===== config.mk =====
export PLATFORM = sky130hd
export DESIGN_NAME = left_to_right_calculator_top_flat
export DESIGN_NICKNAME = d
export VERILOG_FILES = /design/src/sv/ltrc_pkg.sv /design/src/sv/ltrc_if.sv /design/src/sv/ltrc_front.sv /design/src/sv/ltrc_queue.sv /design/src/sv/ltrc_back.sv /design/src/sv/left_to_right_calculator_top.sv /design/src/flat_wrapper.sv
export VERILOG_INCLUDE_DIRS = /design/src /design/src/sv
export SDC_FILE = /design/constraint.sdc
export NUM_CORES = 2
export LEC_CHECK = 0
export ABC_AREA = 1
export BUFFER_PORTS_ARGS = -buffer_cell sky130_fd_sc_hd__buf_2
export CAP_MARGIN = 40
export CORE_ASPECT_RATIO = 1.25
export CORE_MARGIN = 2
export CORE_UTILIZATION = 70
export CTS_BUF_LIST = sky130_fd_sc_hd__clkbuf_16
export CTS_CLUSTER_SIZE = 16
export DETAILED_ROUTE_END_ITERATION = 10
export PLACE_DENSITY = 0.91
export SYNTH_ARGS = -nofsm -noshare
export SYNTH_HDL_FRONTEND = slang
export SYNTH_SLANG_ARGS = --single-unit

===== constraint.sdc =====
create_clock -name clk -period 20.6 [get_ports clk]
set_clock_uncertainty 0.2 [all_clocks]
set_input_delay 1.03 -clock clk [delete_from_list [all_inputs] [get_ports clk]]
set_output_delay 1.03 -clock clk [all_outputs]
set_load 0.1 [all_outputs]

===== src/sv/left_to_right_calculator_top_defines.svh =====
// assertion macros shared by the calculator rtl
`ifndef LEFT_TO_RIGHT_CALCULATOR_TOP_DEFINES_SVH
`define LEFT_TO_RIGHT_CALCULATOR_TOP_DEFINES_SVH
`ifndef NO_ASSERTIONS
// same-cycle implication, sampled on clk, off during reset
`define LTRC_ASSERT_IMPL(label, ante, cons) \
    label: assert property (@(posedge clk) disable iff (!rst_n) (ante) |-> (cons)) \
        else $error("ltrc assertion failed");
// next-cycle implication, sampled on clk, off during reset
`define LTRC_ASSERT_NEXT(label, ante, cons) \
    label: assert property (@(posedge clk) disable iff (!rst_n) (ante) |=> (cons)) \
        else $error("ltrc assertion failed");
`else
`define LTRC_ASSERT_IMPL(label, ante, cons)
`define LTRC_ASSERT_NEXT(label, ante, cons)
`endif
`endif


===== src/sv/ltrc_pkg.sv =====
// shared constants, codes and command type of the calculator
`timescale 1ns / 1ps

package ltrc_pkg;

    // default sizes
    localparam int WORD_BITS_DEF     = 48;
    localparam int FRACTION_BITS_DEF = 16;
    localparam int QUEUE_DEPTH_DEF   = 4;

    // decimal digits
    localparam int DIGIT_BITS = 4;
    localparam logic [DIGIT_BITS-1:0] DECIMAL_BASE = 4'd10;

    // ascii characters that act
    localparam logic [7:0] CHAR_ZERO  = 8'h30;
    localparam logic [7:0] CHAR_NINE  = 8'h39;
    localparam logic [7:0] CHAR_PLUS  = 8'h2B;
    localparam logic [7:0] CHAR_MINUS = 8'h2D;
    localparam logic [7:0] CHAR_STAR  = 8'h2A;
    localparam logic [7:0] CHAR_SLASH = 8'h2F;

    // operator codes
    localparam logic [1:0] OP_ADD = 2'd0;
    localparam logic [1:0] OP_SUB = 2'd1;
    localparam logic [1:0] OP_MUL = 2'd2;
    localparam logic [1:0] OP_DIV = 2'd3;

    // command kinds passed from front to back
    localparam logic [1:0] CMD_DIGIT = 2'd0;
    localparam logic [1:0] CMD_OPER  = 2'd1;
    localparam logic [1:0] CMD_END   = 2'd2;

    // one classified character: digit value or operator code in arg
    typedef struct packed {
        logic [1:0]            kind;
        logic [DIGIT_BITS-1:0] arg;
    } ltrc_cmd_t;

endpackage


===== src/sv/ltrc_if.sv =====
// valid/ready channel interfaces for expression characters and results
`timescale 1ns / 1ps

interface ltrc_expr_if;
    logic       valid;
    logic       ready;
    logic [7:0] symbol;
    logic       end_of_expression;

    modport source (output valid, symbol, end_of_expression, input ready);
    modport sink   (input valid, symbol, end_of_expression, output ready);
endinterface

interface ltrc_result_if #(
    parameter int WORD_BITS = ltrc_pkg::WORD_BITS_DEF
);
    logic                        valid;
    logic                        ready;
    logic signed [WORD_BITS-1:0] result_value;
    logic                        divided_by_zero;
    logic                        saturated;

    modport source (output valid, result_value, divided_by_zero, saturated, input ready);
    modport sink   (input valid, result_value, divided_by_zero, saturated, output ready);
endinterface


===== src/sv/ltrc_front.sv =====
// front end: takes characters and classifies them into commands
`timescale 1ns / 1ps

module ltrc_front (
    ltrc_expr_if.sink        expr,
    output logic             push_valid,
    output ltrc_pkg::ltrc_cmd_t push_cmd,
    input  logic             push_ready
);
    import ltrc_pkg::*;

    logic [7:0] digit_full;
    logic       is_digit;
    logic       is_oper;
    logic [1:0] oper_code;

    // a character is taken whenever the queue has room
    assign expr.ready = push_ready;

    // character classes
    assign digit_full = expr.symbol - CHAR_ZERO;
    assign is_digit   = (expr.symbol >= CHAR_ZERO) && (expr.symbol <= CHAR_NINE);
    assign is_oper    = (expr.symbol == CHAR_PLUS) || (expr.symbol == CHAR_MINUS) ||
                        (expr.symbol == CHAR_STAR) || (expr.symbol == CHAR_SLASH);

    // operator code
    always_comb
    begin
        priority if (expr.symbol == CHAR_PLUS)
        begin
            oper_code = OP_ADD;
        end
        else if (expr.symbol == CHAR_MINUS)
        begin
            oper_code = OP_SUB;
        end
        else if (expr.symbol == CHAR_STAR)
        begin
            oper_code = OP_MUL;
        end
        else
        begin
            oper_code = OP_DIV;
        end
    end

    // build the command, ignored characters are dropped here
    always_comb
    begin
        push_cmd.kind = CMD_DIGIT;
        push_cmd.arg  = digit_full[DIGIT_BITS-1:0];
        push_valid    = 1'b0;
        priority if (expr.end_of_expression)
        begin
            push_cmd.kind = CMD_END;
            push_valid    = expr.valid;
        end
        else if (is_digit)
        begin
            push_valid = expr.valid;
        end
        else if (is_oper)
        begin
            push_cmd.kind = CMD_OPER;
            push_cmd.arg  = {{(DIGIT_BITS-2){1'b0}}, oper_code};
            push_valid    = expr.valid;
        end
        else
        begin
            push_valid = 1'b0;
        end
    end

endmodule


===== src/sv/ltrc_queue.sv =====
// command queue between front end and execution back end
`timescale 1ns / 1ps

`include "left_to_right_calculator_top_defines.svh"

module ltrc_queue #(
    parameter int DEPTH = ltrc_pkg::QUEUE_DEPTH_DEF
) (
    input  logic                clk,
    input  logic                rst_n,
    input  logic                push_valid,
    input  ltrc_pkg::ltrc_cmd_t push_cmd,
    output logic                push_ready,
    output logic                pop_valid,
    output ltrc_pkg::ltrc_cmd_t pop_cmd,
    input  logic                pop_ready
);
    import ltrc_pkg::*;

    localparam int PTR_BITS = (DEPTH > 1) ? $clog2(DEPTH) : 1;
    localparam int CNT_BITS = $clog2(DEPTH + 1);

    ltrc_cmd_t           slot_reg [DEPTH];
    logic [PTR_BITS-1:0] wr_ptr_reg, wr_ptr_next;
    logic [PTR_BITS-1:0] rd_ptr_reg, rd_ptr_next;
    logic [CNT_BITS-1:0] count_reg, count_next;
    logic                push_fire;
    logic                pop_fire;

    assign push_ready = (count_reg != CNT_BITS'(DEPTH));
    assign pop_valid  = (count_reg != '0);
    assign pop_cmd    = slot_reg[rd_ptr_reg];
    assign push_fire  = push_valid && push_ready;
    assign pop_fire   = pop_valid && pop_ready;

    // pointer wrap and fill count
    always_comb
    begin
        wr_ptr_next = wr_ptr_reg;
        rd_ptr_next = rd_ptr_reg;
        count_next  = count_reg;
        if (push_fire)
        begin
            wr_ptr_next = (wr_ptr_reg == PTR_BITS'(DEPTH - 1)) ? '0 : wr_ptr_reg + 1'b1;
        end
        if (pop_fire)
        begin
            rd_ptr_next = (rd_ptr_reg == PTR_BITS'(DEPTH - 1)) ? '0 : rd_ptr_reg + 1'b1;
        end
        if (push_fire && !pop_fire)
        begin
            count_next = count_reg + 1'b1;
        end
        else if (pop_fire && !push_fire)
        begin
            count_next = count_reg - 1'b1;
        end
    end

    // control registers
    always_ff @(posedge clk or negedge rst_n)
    begin
        if (!rst_n)
        begin
            wr_ptr_reg <= '0;
            rd_ptr_reg <= '0;
            count_reg  <= '0;
        end
        else
        begin
            wr_ptr_reg <= wr_ptr_next;
            rd_ptr_reg <= rd_ptr_next;
            count_reg  <= count_next;
        end
    end

    // storage
    always_ff @(posedge clk)
    begin
        if (push_fire)
        begin
            slot_reg[wr_ptr_reg] <= push_cmd;
        end
    end

    // fill count follows the transfers
    `LTRC_ASSERT_NEXT(a_q_push_count, push_fire && !pop_fire, count_reg == $past(count_reg) + 1'b1)
    `LTRC_ASSERT_NEXT(a_q_pop_count, pop_fire && !push_fire, count_reg == $past(count_reg) - 1'b1)
    // an empty queue has both pointers on the same slot
    `LTRC_ASSERT_IMPL(a_q_empty_ptrs, count_reg == '0, wr_ptr_reg == rd_ptr_reg)

endmodule


===== src/sv/ltrc_back.sv =====
// back end: digit entry, add/sub, bit-serial multiply and divide, result register
`timescale 1ns / 1ps

`include "left_to_right_calculator_top_defines.svh"

module ltrc_back #(
    parameter int WORD_BITS     = ltrc_pkg::WORD_BITS_DEF,
    parameter int FRACTION_BITS = ltrc_pkg::FRACTION_BITS_DEF
) (
    input  logic                clk,
    input  logic                rst_n,
    input  logic                cmd_valid,
    input  ltrc_pkg::ltrc_cmd_t cmd,
    output logic                cmd_ready,
    ltrc_result_if.source       result
);
    import ltrc_pkg::*;

    localparam int W         = WORD_BITS;
    localparam int F         = FRACTION_BITS;
    localparam int NUM_BITS  = W + F;
    localparam int PROD_BITS = 2 * W;
    localparam int MAG_BITS  = ((2 * W - F) > (W + F)) ? (2 * W - F) : (W + F);
    localparam int DIG_BITS  = ((W > F + DIGIT_BITS) ? W : F + DIGIT_BITS) + 5;
    localparam int CNT_BITS  = $clog2(NUM_BITS + 1);

    localparam logic [W-1:0] VAL_MAX = {1'b0, {(W-1){1'b1}}};
    localparam logic [W-1:0] VAL_MIN = {1'b1, {(W-1){1'b0}}};

    // state codes
    localparam logic [1:0] ST_IDLE = 2'd0;
    localparam logic [1:0] ST_MUL  = 2'd1;
    localparam logic [1:0] ST_DIV  = 2'd2;
    localparam logic [1:0] ST_FIN  = 2'd3;

    // control and expression state
    logic [1:0]          state_reg, state_next;
    logic [CNT_BITS-1:0] cnt_reg, cnt_next;
    logic [W-1:0]        acc_reg, acc_next;
    logic [W-1:0]        opd_reg, opd_next;
    logic [1:0]          pend_reg, pend_next;
    logic                zdiv_reg, zdiv_next;
    logic                sat_reg, sat_next;
    logic                out_valid_reg, out_valid_next;

    // working and payload registers
    logic [PROD_BITS-1:0] prod_reg, prod_next;
    logic [NUM_BITS-1:0]  num_reg, num_next;
    logic [W-1:0]         rem_reg, rem_next;
    logic [W-1:0]         bmag_reg, bmag_next;
    logic                 neg_reg, neg_next;
    logic                 end_reg, end_next;
    logic [1:0]           nop_reg, nop_next;
    logic [W-1:0]         out_value_reg, out_value_next;
    logic                 out_zdiv_reg, out_zdiv_next;
    logic                 out_sat_reg, out_sat_next;

    logic                slot_free;
    logic                cmd_fire;
    logic                out_load;
    logic [W-1:0]        mag_a;
    logic [W-1:0]        mag_b;
    logic [DIG_BITS-1:0] dig_sum;
    logic                dig_sat;
    logic [W:0]          as_sum;
    logic                as_ovf;
    logic [W-1:0]        as_res;
    logic [W:0]          mul_add;
    logic [W:0]          rem_sh;
    logic                rem_ge;
    logic [MAG_BITS-1:0] wide_mag;
    logic [W-1:0]        wide_low;
    logic                wide_ovf;
    logic [W-1:0]        wide_res;
    logic                do_finish;
    logic                fin_end;
    logic [1:0]          fin_op;
    logic [W-1:0]        fin_res;
    logic                fin_sat;
    logic                fin_zdiv;

    // handshakes
    assign slot_free = !out_valid_reg || result.ready;
    assign cmd_ready = (state_reg == ST_IDLE) && ((cmd.kind != CMD_END) || slot_free);
    assign cmd_fire  = cmd_valid && cmd_ready;

    // operand magnitudes
    assign mag_a = acc_reg[W-1] ? (~acc_reg + 1'b1) : acc_reg;
    assign mag_b = opd_reg[W-1] ? (~opd_reg + 1'b1) : opd_reg;

    // decimal digit append: operand * 10 + digit, clamped at the top
    assign dig_sum = (DIG_BITS'(opd_reg) * DIG_BITS'(DECIMAL_BASE)) +
                     (DIG_BITS'(cmd.arg) << F);
    assign dig_sat = dig_sum > DIG_BITS'(VAL_MAX);

    // add or subtract with overflow clamp
    assign as_sum = (pend_reg == OP_SUB) ? ({acc_reg[W-1], acc_reg} - {opd_reg[W-1], opd_reg})
                                         : ({acc_reg[W-1], acc_reg} + {opd_reg[W-1], opd_reg});
    assign as_ovf = as_sum[W] ^ as_sum[W-1];
    assign as_res = as_ovf ? (as_sum[W] ? VAL_MIN : VAL_MAX) : as_sum[W-1:0];

    // one shift-add step of the multiplier
    assign mul_add = {1'b0, prod_reg[PROD_BITS-1:W]} + (prod_reg[0] ? {1'b0, bmag_reg} : '0);

    // one restoring step of the divider
    assign rem_sh = {rem_reg, num_reg[NUM_BITS-1]};
    assign rem_ge = rem_sh >= {1'b0, bmag_reg};

    // rescale and clamp a finished product or quotient magnitude
    always_comb
    begin
        if (pend_reg == OP_DIV)
        begin
            wide_mag = MAG_BITS'(num_reg);
        end
        else
        begin
            wide_mag = MAG_BITS'(prod_reg >> F);
        end
        wide_low = wide_mag[W-1:0];
        wide_ovf = (|wide_mag[MAG_BITS-1:W]) || (wide_low > (neg_reg ? VAL_MIN : VAL_MAX));
        if (wide_ovf)
        begin
            wide_res = neg_reg ? VAL_MIN : VAL_MAX;
        end
        else
        begin
            wide_res = neg_reg ? (~wide_low + 1'b1) : wide_low;
        end
    end

    // sequencer
    always_comb
    begin
        state_next     = state_reg;
        cnt_next       = cnt_reg;
        acc_next       = acc_reg;
        opd_next       = opd_reg;
        pend_next      = pend_reg;
        zdiv_next      = zdiv_reg;
        sat_next       = sat_reg;
        prod_next      = prod_reg;
        num_next       = num_reg;
        rem_next       = rem_reg;
        bmag_next      = bmag_reg;
        neg_next       = neg_reg;
        end_next       = end_reg;
        nop_next       = nop_reg;
        out_value_next = out_value_reg;
        out_zdiv_next  = out_zdiv_reg;
        out_sat_next   = out_sat_reg;
        out_valid_next = out_valid_reg && !result.ready;
        out_load       = 1'b0;
        do_finish      = 1'b0;
        fin_end        = end_reg;
        fin_op         = nop_reg;
        fin_res        = '0;
        fin_sat        = 1'b0;
        fin_zdiv       = 1'b0;

        unique case (state_reg)
            ST_IDLE:
            begin
                if (cmd_fire)
                begin
                    fin_end  = (cmd.kind == CMD_END);
                    fin_op   = cmd.arg[1:0];
                    end_next = (cmd.kind == CMD_END);
                    nop_next = cmd.arg[1:0];
                    neg_next = acc_reg[W-1] ^ opd_reg[W-1];
                    unique case (cmd.kind)
                        CMD_DIGIT:
                        begin
                            opd_next = dig_sat ? VAL_MAX : dig_sum[W-1:0];
                            sat_next = sat_reg || dig_sat;
                        end
                        CMD_OPER, CMD_END:
                        begin
                            unique case (pend_reg)
                                OP_ADD, OP_SUB:
                                begin
                                    do_finish = 1'b1;
                                    fin_res   = as_res;
                                    fin_sat   = as_ovf;
                                end
                                OP_MUL:
                                begin
                                    prod_next  = {{W{1'b0}}, mag_b};
                                    bmag_next  = mag_a;
                                    cnt_next   = '0;
                                    state_next = ST_MUL;
                                end
                                OP_DIV:
                                begin
                                    if (opd_reg == '0)
                                    begin
                                        do_finish = 1'b1;
                                        fin_res   = '0;
                                        fin_zdiv  = 1'b1;
                                    end
                                    else
                                    begin
                                        num_next   = NUM_BITS'(mag_a) << F;
                                        rem_next   = '0;
                                        bmag_next  = mag_b;
                                        cnt_next   = '0;
                                        state_next = ST_DIV;
                                    end
                                end
                            endcase
                        end
                        default:
                        begin
                        end
                    endcase
                end
            end
            ST_MUL:
            begin
                prod_next = {mul_add, prod_reg[W-1:1]};
                cnt_next  = cnt_reg + 1'b1;
                if (cnt_reg == CNT_BITS'(W - 1))
                begin
                    state_next = ST_FIN;
                end
            end
            ST_DIV:
            begin
                rem_next = rem_ge ? W'(rem_sh - {1'b0, bmag_reg}) : rem_sh[W-1:0];
                num_next = {num_reg[NUM_BITS-2:0], rem_ge};
                cnt_next = cnt_reg + 1'b1;
                if (cnt_reg == CNT_BITS'(NUM_BITS - 1))
                begin
                    state_next = ST_FIN;
                end
            end
            ST_FIN:
            begin
                if (!end_reg || slot_free)
                begin
                    do_finish  = 1'b1;
                    fin_res    = wide_res;
                    fin_sat    = wide_ovf;
                    state_next = ST_IDLE;
                end
            end
        endcase

        // retire an operation: either close the expression or chain on
        if (do_finish)
        begin
            if (fin_end)
            begin
                out_load       = 1'b1;
                out_valid_next = 1'b1;
                out_value_next = fin_res;
                out_zdiv_next  = zdiv_reg || fin_zdiv;
                out_sat_next   = sat_reg || fin_sat;
                acc_next       = '0;
                opd_next       = '0;
                pend_next      = OP_ADD;
                zdiv_next      = 1'b0;
                sat_next       = 1'b0;
            end
            else
            begin
                acc_next  = fin_res;
                opd_next  = '0;
                pend_next = fin_op;
                zdiv_next = zdiv_reg || fin_zdiv;
                sat_next  = sat_reg || fin_sat;
            end
        end
    end

    // control state
    always_ff @(posedge clk or negedge rst_n)
    begin
        if (!rst_n)
        begin
            state_reg     <= ST_IDLE;
            cnt_reg       <= '0;
            acc_reg       <= '0;
            opd_reg       <= '0;
            pend_reg      <= OP_ADD;
            zdiv_reg      <= 1'b0;
            sat_reg       <= 1'b0;
            out_valid_reg <= 1'b0;
        end
        else
        begin
            state_reg     <= state_next;
            cnt_reg       <= cnt_next;
            acc_reg       <= acc_next;
            opd_reg       <= opd_next;
            pend_reg      <= pend_next;
            zdiv_reg      <= zdiv_next;
            sat_reg       <= sat_next;
            out_valid_reg <= out_valid_next;
        end
    end

    // working registers and result payload
    always_ff @(posedge clk)
    begin
        prod_reg      <= prod_next;
        num_reg       <= num_next;
        rem_reg       <= rem_next;
        bmag_reg      <= bmag_next;
        neg_reg       <= neg_next;
        end_reg       <= end_next;
        nop_reg       <= nop_next;
        out_value_reg <= out_value_next;
        out_zdiv_reg  <= out_zdiv_next;
        out_sat_reg   <= out_sat_next;
    end

    // result channel
    assign result.valid           = out_valid_reg;
    assign result.result_value    = $signed(out_value_reg);
    assign result.divided_by_zero = out_zdiv_reg;
    assign result.saturated       = out_sat_reg;

    // commands are taken only between operations
    `LTRC_ASSERT_IMPL(a_pop_idle, cmd_fire, state_reg == ST_IDLE)
    // a result is never loaded over one that is still waiting
    `LTRC_ASSERT_IMPL(a_load_free, out_load, slot_free)
    // closing an expression leaves the reset state behind
    `LTRC_ASSERT_NEXT(a_end_clear, out_load, acc_reg == '0 && opd_reg == '0 && pend_reg == OP_ADD)
    // multiply count stays within the word
    `LTRC_ASSERT_IMPL(a_mul_count, state_reg == ST_MUL, cnt_reg < CNT_BITS'(W))

endmodule


===== src/sv/left_to_right_calculator_top.sv =====
// top level of the left-to-right four-function calculator
//
//  channel | dir  | payload                                        | transfer when
//  expr    | in   | symbol[7:0], end_of_expression                 | valid && ready
//  result  | out  | result_value[WORD_BITS-1:0], divided_by_zero,  | valid && ready
//          |      | saturated                                      |
//
// a character is taken whenever the command queue has room
// ignored characters are dropped at the front; in the back end a digit, add, subtract
// or zero divisor is handled from the idle state, while multiply runs the bit-serial
// shift-add loop and divide the restoring divide loop, each followed by a finish state
// asynchronous active-low reset clears the expression state, queue and result valid flag
// an end marker waits in the back end until the result register is free
`timescale 1ns / 1ps

module left_to_right_calculator_top #(
    parameter int WORD_BITS     = ltrc_pkg::WORD_BITS_DEF,
    parameter int FRACTION_BITS = ltrc_pkg::FRACTION_BITS_DEF,
    parameter int QUEUE_DEPTH   = ltrc_pkg::QUEUE_DEPTH_DEF
) (
    input  logic          clk,
    input  logic          rst_n,
    ltrc_expr_if.sink     expr,
    ltrc_result_if.source result
);
    import ltrc_pkg::*;

    logic      push_valid;
    logic      push_ready;
    ltrc_cmd_t push_cmd;
    logic      pop_valid;
    logic      pop_ready;
    ltrc_cmd_t pop_cmd;

    // classify characters
    ltrc_front u_front (
        .expr       (expr),
        .push_valid (push_valid),
        .push_cmd   (push_cmd),
        .push_ready (push_ready)
    );

    // decouple front and back
    ltrc_queue #(
        .DEPTH (QUEUE_DEPTH)
    ) u_queue (
        .clk        (clk),
        .rst_n      (rst_n),
        .push_valid (push_valid),
        .push_cmd   (push_cmd),
        .push_ready (push_ready),
        .pop_valid  (pop_valid),
        .pop_cmd    (pop_cmd),
        .pop_ready  (pop_ready)
    );

    // evaluate
    ltrc_back #(
        .WORD_BITS     (WORD_BITS),
        .FRACTION_BITS (FRACTION_BITS)
    ) u_back (
        .clk       (clk),
        .rst_n     (rst_n),
        .cmd_valid (pop_valid),
        .cmd       (pop_cmd),
        .cmd_ready (pop_ready),
        .result    (result)
    );

endmodule

===== src/flat_wrapper.sv =====
// flat-port wrapper written by rule: the top's interface ports become plain ports
module left_to_right_calculator_top_flat import ltrc_pkg::*;
#(
    parameter int WORD_BITS     = ltrc_pkg::WORD_BITS_DEF,
    parameter int FRACTION_BITS = ltrc_pkg::FRACTION_BITS_DEF,
    parameter int QUEUE_DEPTH   = ltrc_pkg::QUEUE_DEPTH_DEF
)
  (clk, rst_n, expr_valid, expr_symbol, expr_end_of_expression, expr_ready, result_valid, result_result_value, result_divided_by_zero, result_saturated, result_ready);
  ltrc_expr_if expr_i ();
  ltrc_result_if #(.WORD_BITS(WORD_BITS)) result_i ();
  input  logic clk;
  input  logic rst_n;
  input wire logic [$bits(expr_i.valid)-1:0] expr_valid;
  input wire logic [$bits(expr_i.symbol)-1:0] expr_symbol;
  input wire logic [$bits(expr_i.end_of_expression)-1:0] expr_end_of_expression;
  output wire logic [$bits(expr_i.ready)-1:0] expr_ready;
  output wire logic [$bits(result_i.valid)-1:0] result_valid;
  output wire logic [$bits(result_i.result_value)-1:0] result_result_value;
  output wire logic [$bits(result_i.divided_by_zero)-1:0] result_divided_by_zero;
  output wire logic [$bits(result_i.saturated)-1:0] result_saturated;
  input wire logic [$bits(result_i.ready)-1:0] result_ready;
  assign expr_i.valid = expr_valid;
  assign expr_i.symbol = expr_symbol;
  assign expr_i.end_of_expression = expr_end_of_expression;
  assign expr_ready = expr_i.ready;
  assign result_valid = result_i.valid;
  assign result_result_value = result_i.result_value;
  assign result_divided_by_zero = result_i.divided_by_zero;
  assign result_saturated = result_i.saturated;
  assign result_i.ready = result_ready;
  left_to_right_calculator_top #(.WORD_BITS(WORD_BITS), .FRACTION_BITS(FRACTION_BITS), .QUEUE_DEPTH(QUEUE_DEPTH)) u_core (.clk(clk), .rst_n(rst_n), .expr(expr_i), .result(result_i));
endmodule

==> impl_metrics.env <==
export IMPL_first_pass_iters=11
export IMPL_tritoncts="yes"
export IMPL_numCtsBuffers=46
export IMPL_cts_repair_resized=0
export IMPL_min_period_over_period_pct=31.3
export IMPL_syn_area_sq_um=40400
export IMPL_rr_endpoint="u_core.u_back.acc_reg[5]"
export IMPL_io_pins=65
export IMPL_powerDensity_nw_per_um2=190
export IMPL_crit_path_frequent_cell="nand2_1"
export IMPL_synth_flop_cell="edfxtp_1"
export IMPL_hold_viol=0
export IMPL_grt_overflow_total=0
export IMPL_wirelength_um=155000
export IMPL_cts_sinks=451
export IMPL_ff2ff_setup_slack_ns=14.15
export IMPL_cp_start_kind="flop"
export IMPL_yosysWarnings=0
export IMPL_worst_setup_path_end_kind="flop"
export IMPL_htreeDepth=2
export IMPL_detail_route_wl_per_cell_um=24.0
export IMPL_start_util_pct=70.7
export IMPL_cts_buffer_depth=3
export IMPL_die_width_um=219
export IMPL_syn_inst=5691
export IMPL_seq_area_frac_synth_pct=32.0
export IMPL_failed_checks="design-rule violations"
export IMPL_grt_usage_pct=51.7
export IMPL_clk_insertion_delay_late_ns=0.63
export IMPL_vias=42600
export IMPL_area_delta_synth_final_pct=6.26
export IMPL_holdWs_ns=0.254
export IMPL_grt_max_degree=97
export IMPL_slew_headroom_pct=30.0
export IMPL_placed_cells=6384
export IMPL_avgSynthCellArea_sq_um=7.10
export IMPL_setup_tns_ns=0
export IMPL_reg2reg_from="u_core.u_back.opd_reg[0]"
export IMPL_viasPerCell=6.58
export IMPL_cp_slowest_stage_delay_ns=0.62
export IMPL_crit_arrival_ns=6.76
export IMPL_final_antenna_net_count=0
export IMPL_cp_slowest_cell="inv_2"
export IMPL_yosysTopAreaCell="edfxtp_1"
export IMPL_synthArstFlopShare_pct=25.9
export IMPL_synth_nets=6015
export IMPL_drv_slew=0
export IMPL_final_fill_count=4323
export IMPL_p_leak_nw=20.6
export IMPL_grt_pass1_wl_um=233000
export IMPL_synth_most_common_cell="nand2_1"
export IMPL_multiInputGateArea_sq_um=23700
export IMPL_path_class="flop to flop"
export IMPL_hold_buffers=0
export IMPL_die_area_sq_um=59600
export IMPL_required_ns=20.91
export IMPL_antenna_found_initial=3
export IMPL_layout_drive_gt1_share_pct=7.38
export IMPL_clk_pin_slew_ns=0.06
export IMPL_synth_edf_count=331
export IMPL_regArea_sq_um=12900
export IMPL_cts_setup_buffers=0
export IMPL_reg2reg_depth=31
export IMPL_fmaxAchievable_ghz=0.155
export IMPL_hp_class="primary input to asynchronous set/reset pin"
export IMPL_grt_pass1_vias=41100
export IMPL_yosys_area_top_type_share_pct=24.6
export IMPL_timing_max_cap_violations=0
export IMPL_worstPathMaxFanout=47
export IMPL_largest_reg_flops=96
export IMPL_rsz0062_at_grt="no"
export IMPL_setup_viol=0
export IMPL_synth_ff_latch_count=451
export IMPL_fp_row_count=98
export IMPL_port_buffers=64
export IMPL_gp_congestion=1.08
export IMPL_vdd_ir_drop_worst_mv=0.201
export IMPL_worst_pin_slew_ns=1.04
export IMPL_fin_crit_ns=6.45
export IMPL_die_h_um=273
export IMPL_synth_area_leaders="edfxtp_1 25%, nand2_1 14%, ha_1 9.5%"
export IMPL_fin_nets=6017
export IMPL_drc=3
export IMPL_synth_distinct_cells=72
export IMPL_status="complete, but fails checks"
export IMPL_stdcell_count=6482
export IMPL_coreArea_sq_um=57100
export IMPL_cts_root_buf="clkbuf_16"
export IMPL_drtIter0Drc=6359
export IMPL_hpwl_um=117000
export IMPL_synth_common_cells="1474 x nand2_1, 782 x inv_1, 528 x o21ai_0"
[metrics by stage]
step / total power [W] / setup WS (ns) / cell area, sq um / util [%]
final: 0.00815 / 14.15 / 42900 / 75.1
after global routing: 0.00851 / 13.60 / 42900 / 75.1
after CTS: 0.00778 / 14.40 / 42800 / 75.0
after detailed placement: 0.00686 / 14.49 / 41300 / 72.3
after global placement: 0.00673 / 14.67 / 41100 / 72.0
after floorplan: 0.00527 / 10.63 / 40400 / -
[where the power goes]
part	leakage [nW]	switching, W	internal, W	total [W]
clock	0.760	0.000401	0.000481	0.000882
sequential	4.75	0.000306	0.00146	0.00177
combinational	15.1	0.00404	0.00146	0.00550
[routing by layer]
| layer | vias up | wire (um) | global-route usage, % | share of wire (%) |
|---|---|---|---|---|
| met5 | - | 195 | 1.46 | 0.13 |
| met4 | 8 | 18100 | 46.6 | 12 |
| met3 | 1118 | 21700 | 19.9 | 14 |
| met2 | 3339 | 66000 | 78.6 | 42 |
| met1 | 19200 | 49400 | 55.6 | 32 |
| li1 | 19000 | - | - | - |
[placed cells by master (no fill, tap or decap), types with 17 or more instances in the layout]
master / n
inv_1: 787
buf_2: 73
o21ai_1: 43
nand3_1: 203
a21oi_1: 419
a31oi_1: 63
ha_1: 302
o21ai_0: 526
nor2_1: 466
nor2_2: 30
buf_4: 34
clkbuf_16: 47
xnor2_1: 73
or2_2: 34
o21a_1: 25
inv_2: 25
a21oi_2: 17
nand2_1: 1474
o211ai_2: 39
o21ai_2: 24
edfxtp_1: 331
nor4_1: 55
dfrtp_1: 117
nand2_2: 19
xor2_1: 147
nand4_1: 70
nor3_1: 62
[logic make-up after synthesis]
group / Yosys count / synth area share [%]
xor+xnor: 220 / 4.77
compound gates: 1262 / 17.9
fa+ha+maj: 311 / 9.75
buf+inv: 971 / 9.54
simple gates: 2473 / 25.9
mux: 3 / 0.108
flops: 451 / 32.0
[how the worst max path moves through the flow]
stage | to | start | slack (ns) | cells after the start
4_1_cts | u_core.u_back.acc_reg[5] | u_core.u_back.opd_reg[1] | 14.40 | 31
3_3_place_gp | u_core.u_back.acc_reg[9] | u_core.u_back.opd_reg[0] | 14.67 | 31
3_5_place_dp | u_core.u_back.acc_reg[30] | u_core.u_back.opd_reg[1] | 14.49 | 31
5_1_grt | u_core.u_back.acc_reg[5] | u_core.u_back.opd_reg[1] | 13.60 | 29
2_1_floorplan | u_core.u_back.prod_reg[0] | u_core.u_queue.rd_ptr_reg[0] | 10.63 | 10
6_report | u_core.u_back.acc_reg[5] | u_core.u_back.opd_reg[0] | 14.15 | 31
[critical path, delay by kind of cell (launching register included)]
family / cells / cell delay (ns)
flip-flops: 1 / 0.44
adder cells (fa/ha/maj): 2 / 0.69
XOR/XNOR: 1 / 0.16
AO/OA/AOI/OAI: 5 / 0.83
AND/OR/NAND/NOR: 20 / 3.15
buffers and inverters: 3 / 0.84
[area by class of cell]
cell class | count | area share, %
Inverter | 810 | 7.10
Antenna cell | 3 | 0.0175
Tap cell | 750 | 2.19
Timing Repair Buffer | 115 | 1.87
Multi-Input combinational cell | 4269 | 55.2
Sequential cell | 451 | 30.1
Clock buffer | 47 | 2.74
Clock inverter | 37 | 0.779
(Power assumes the default switching activity.)
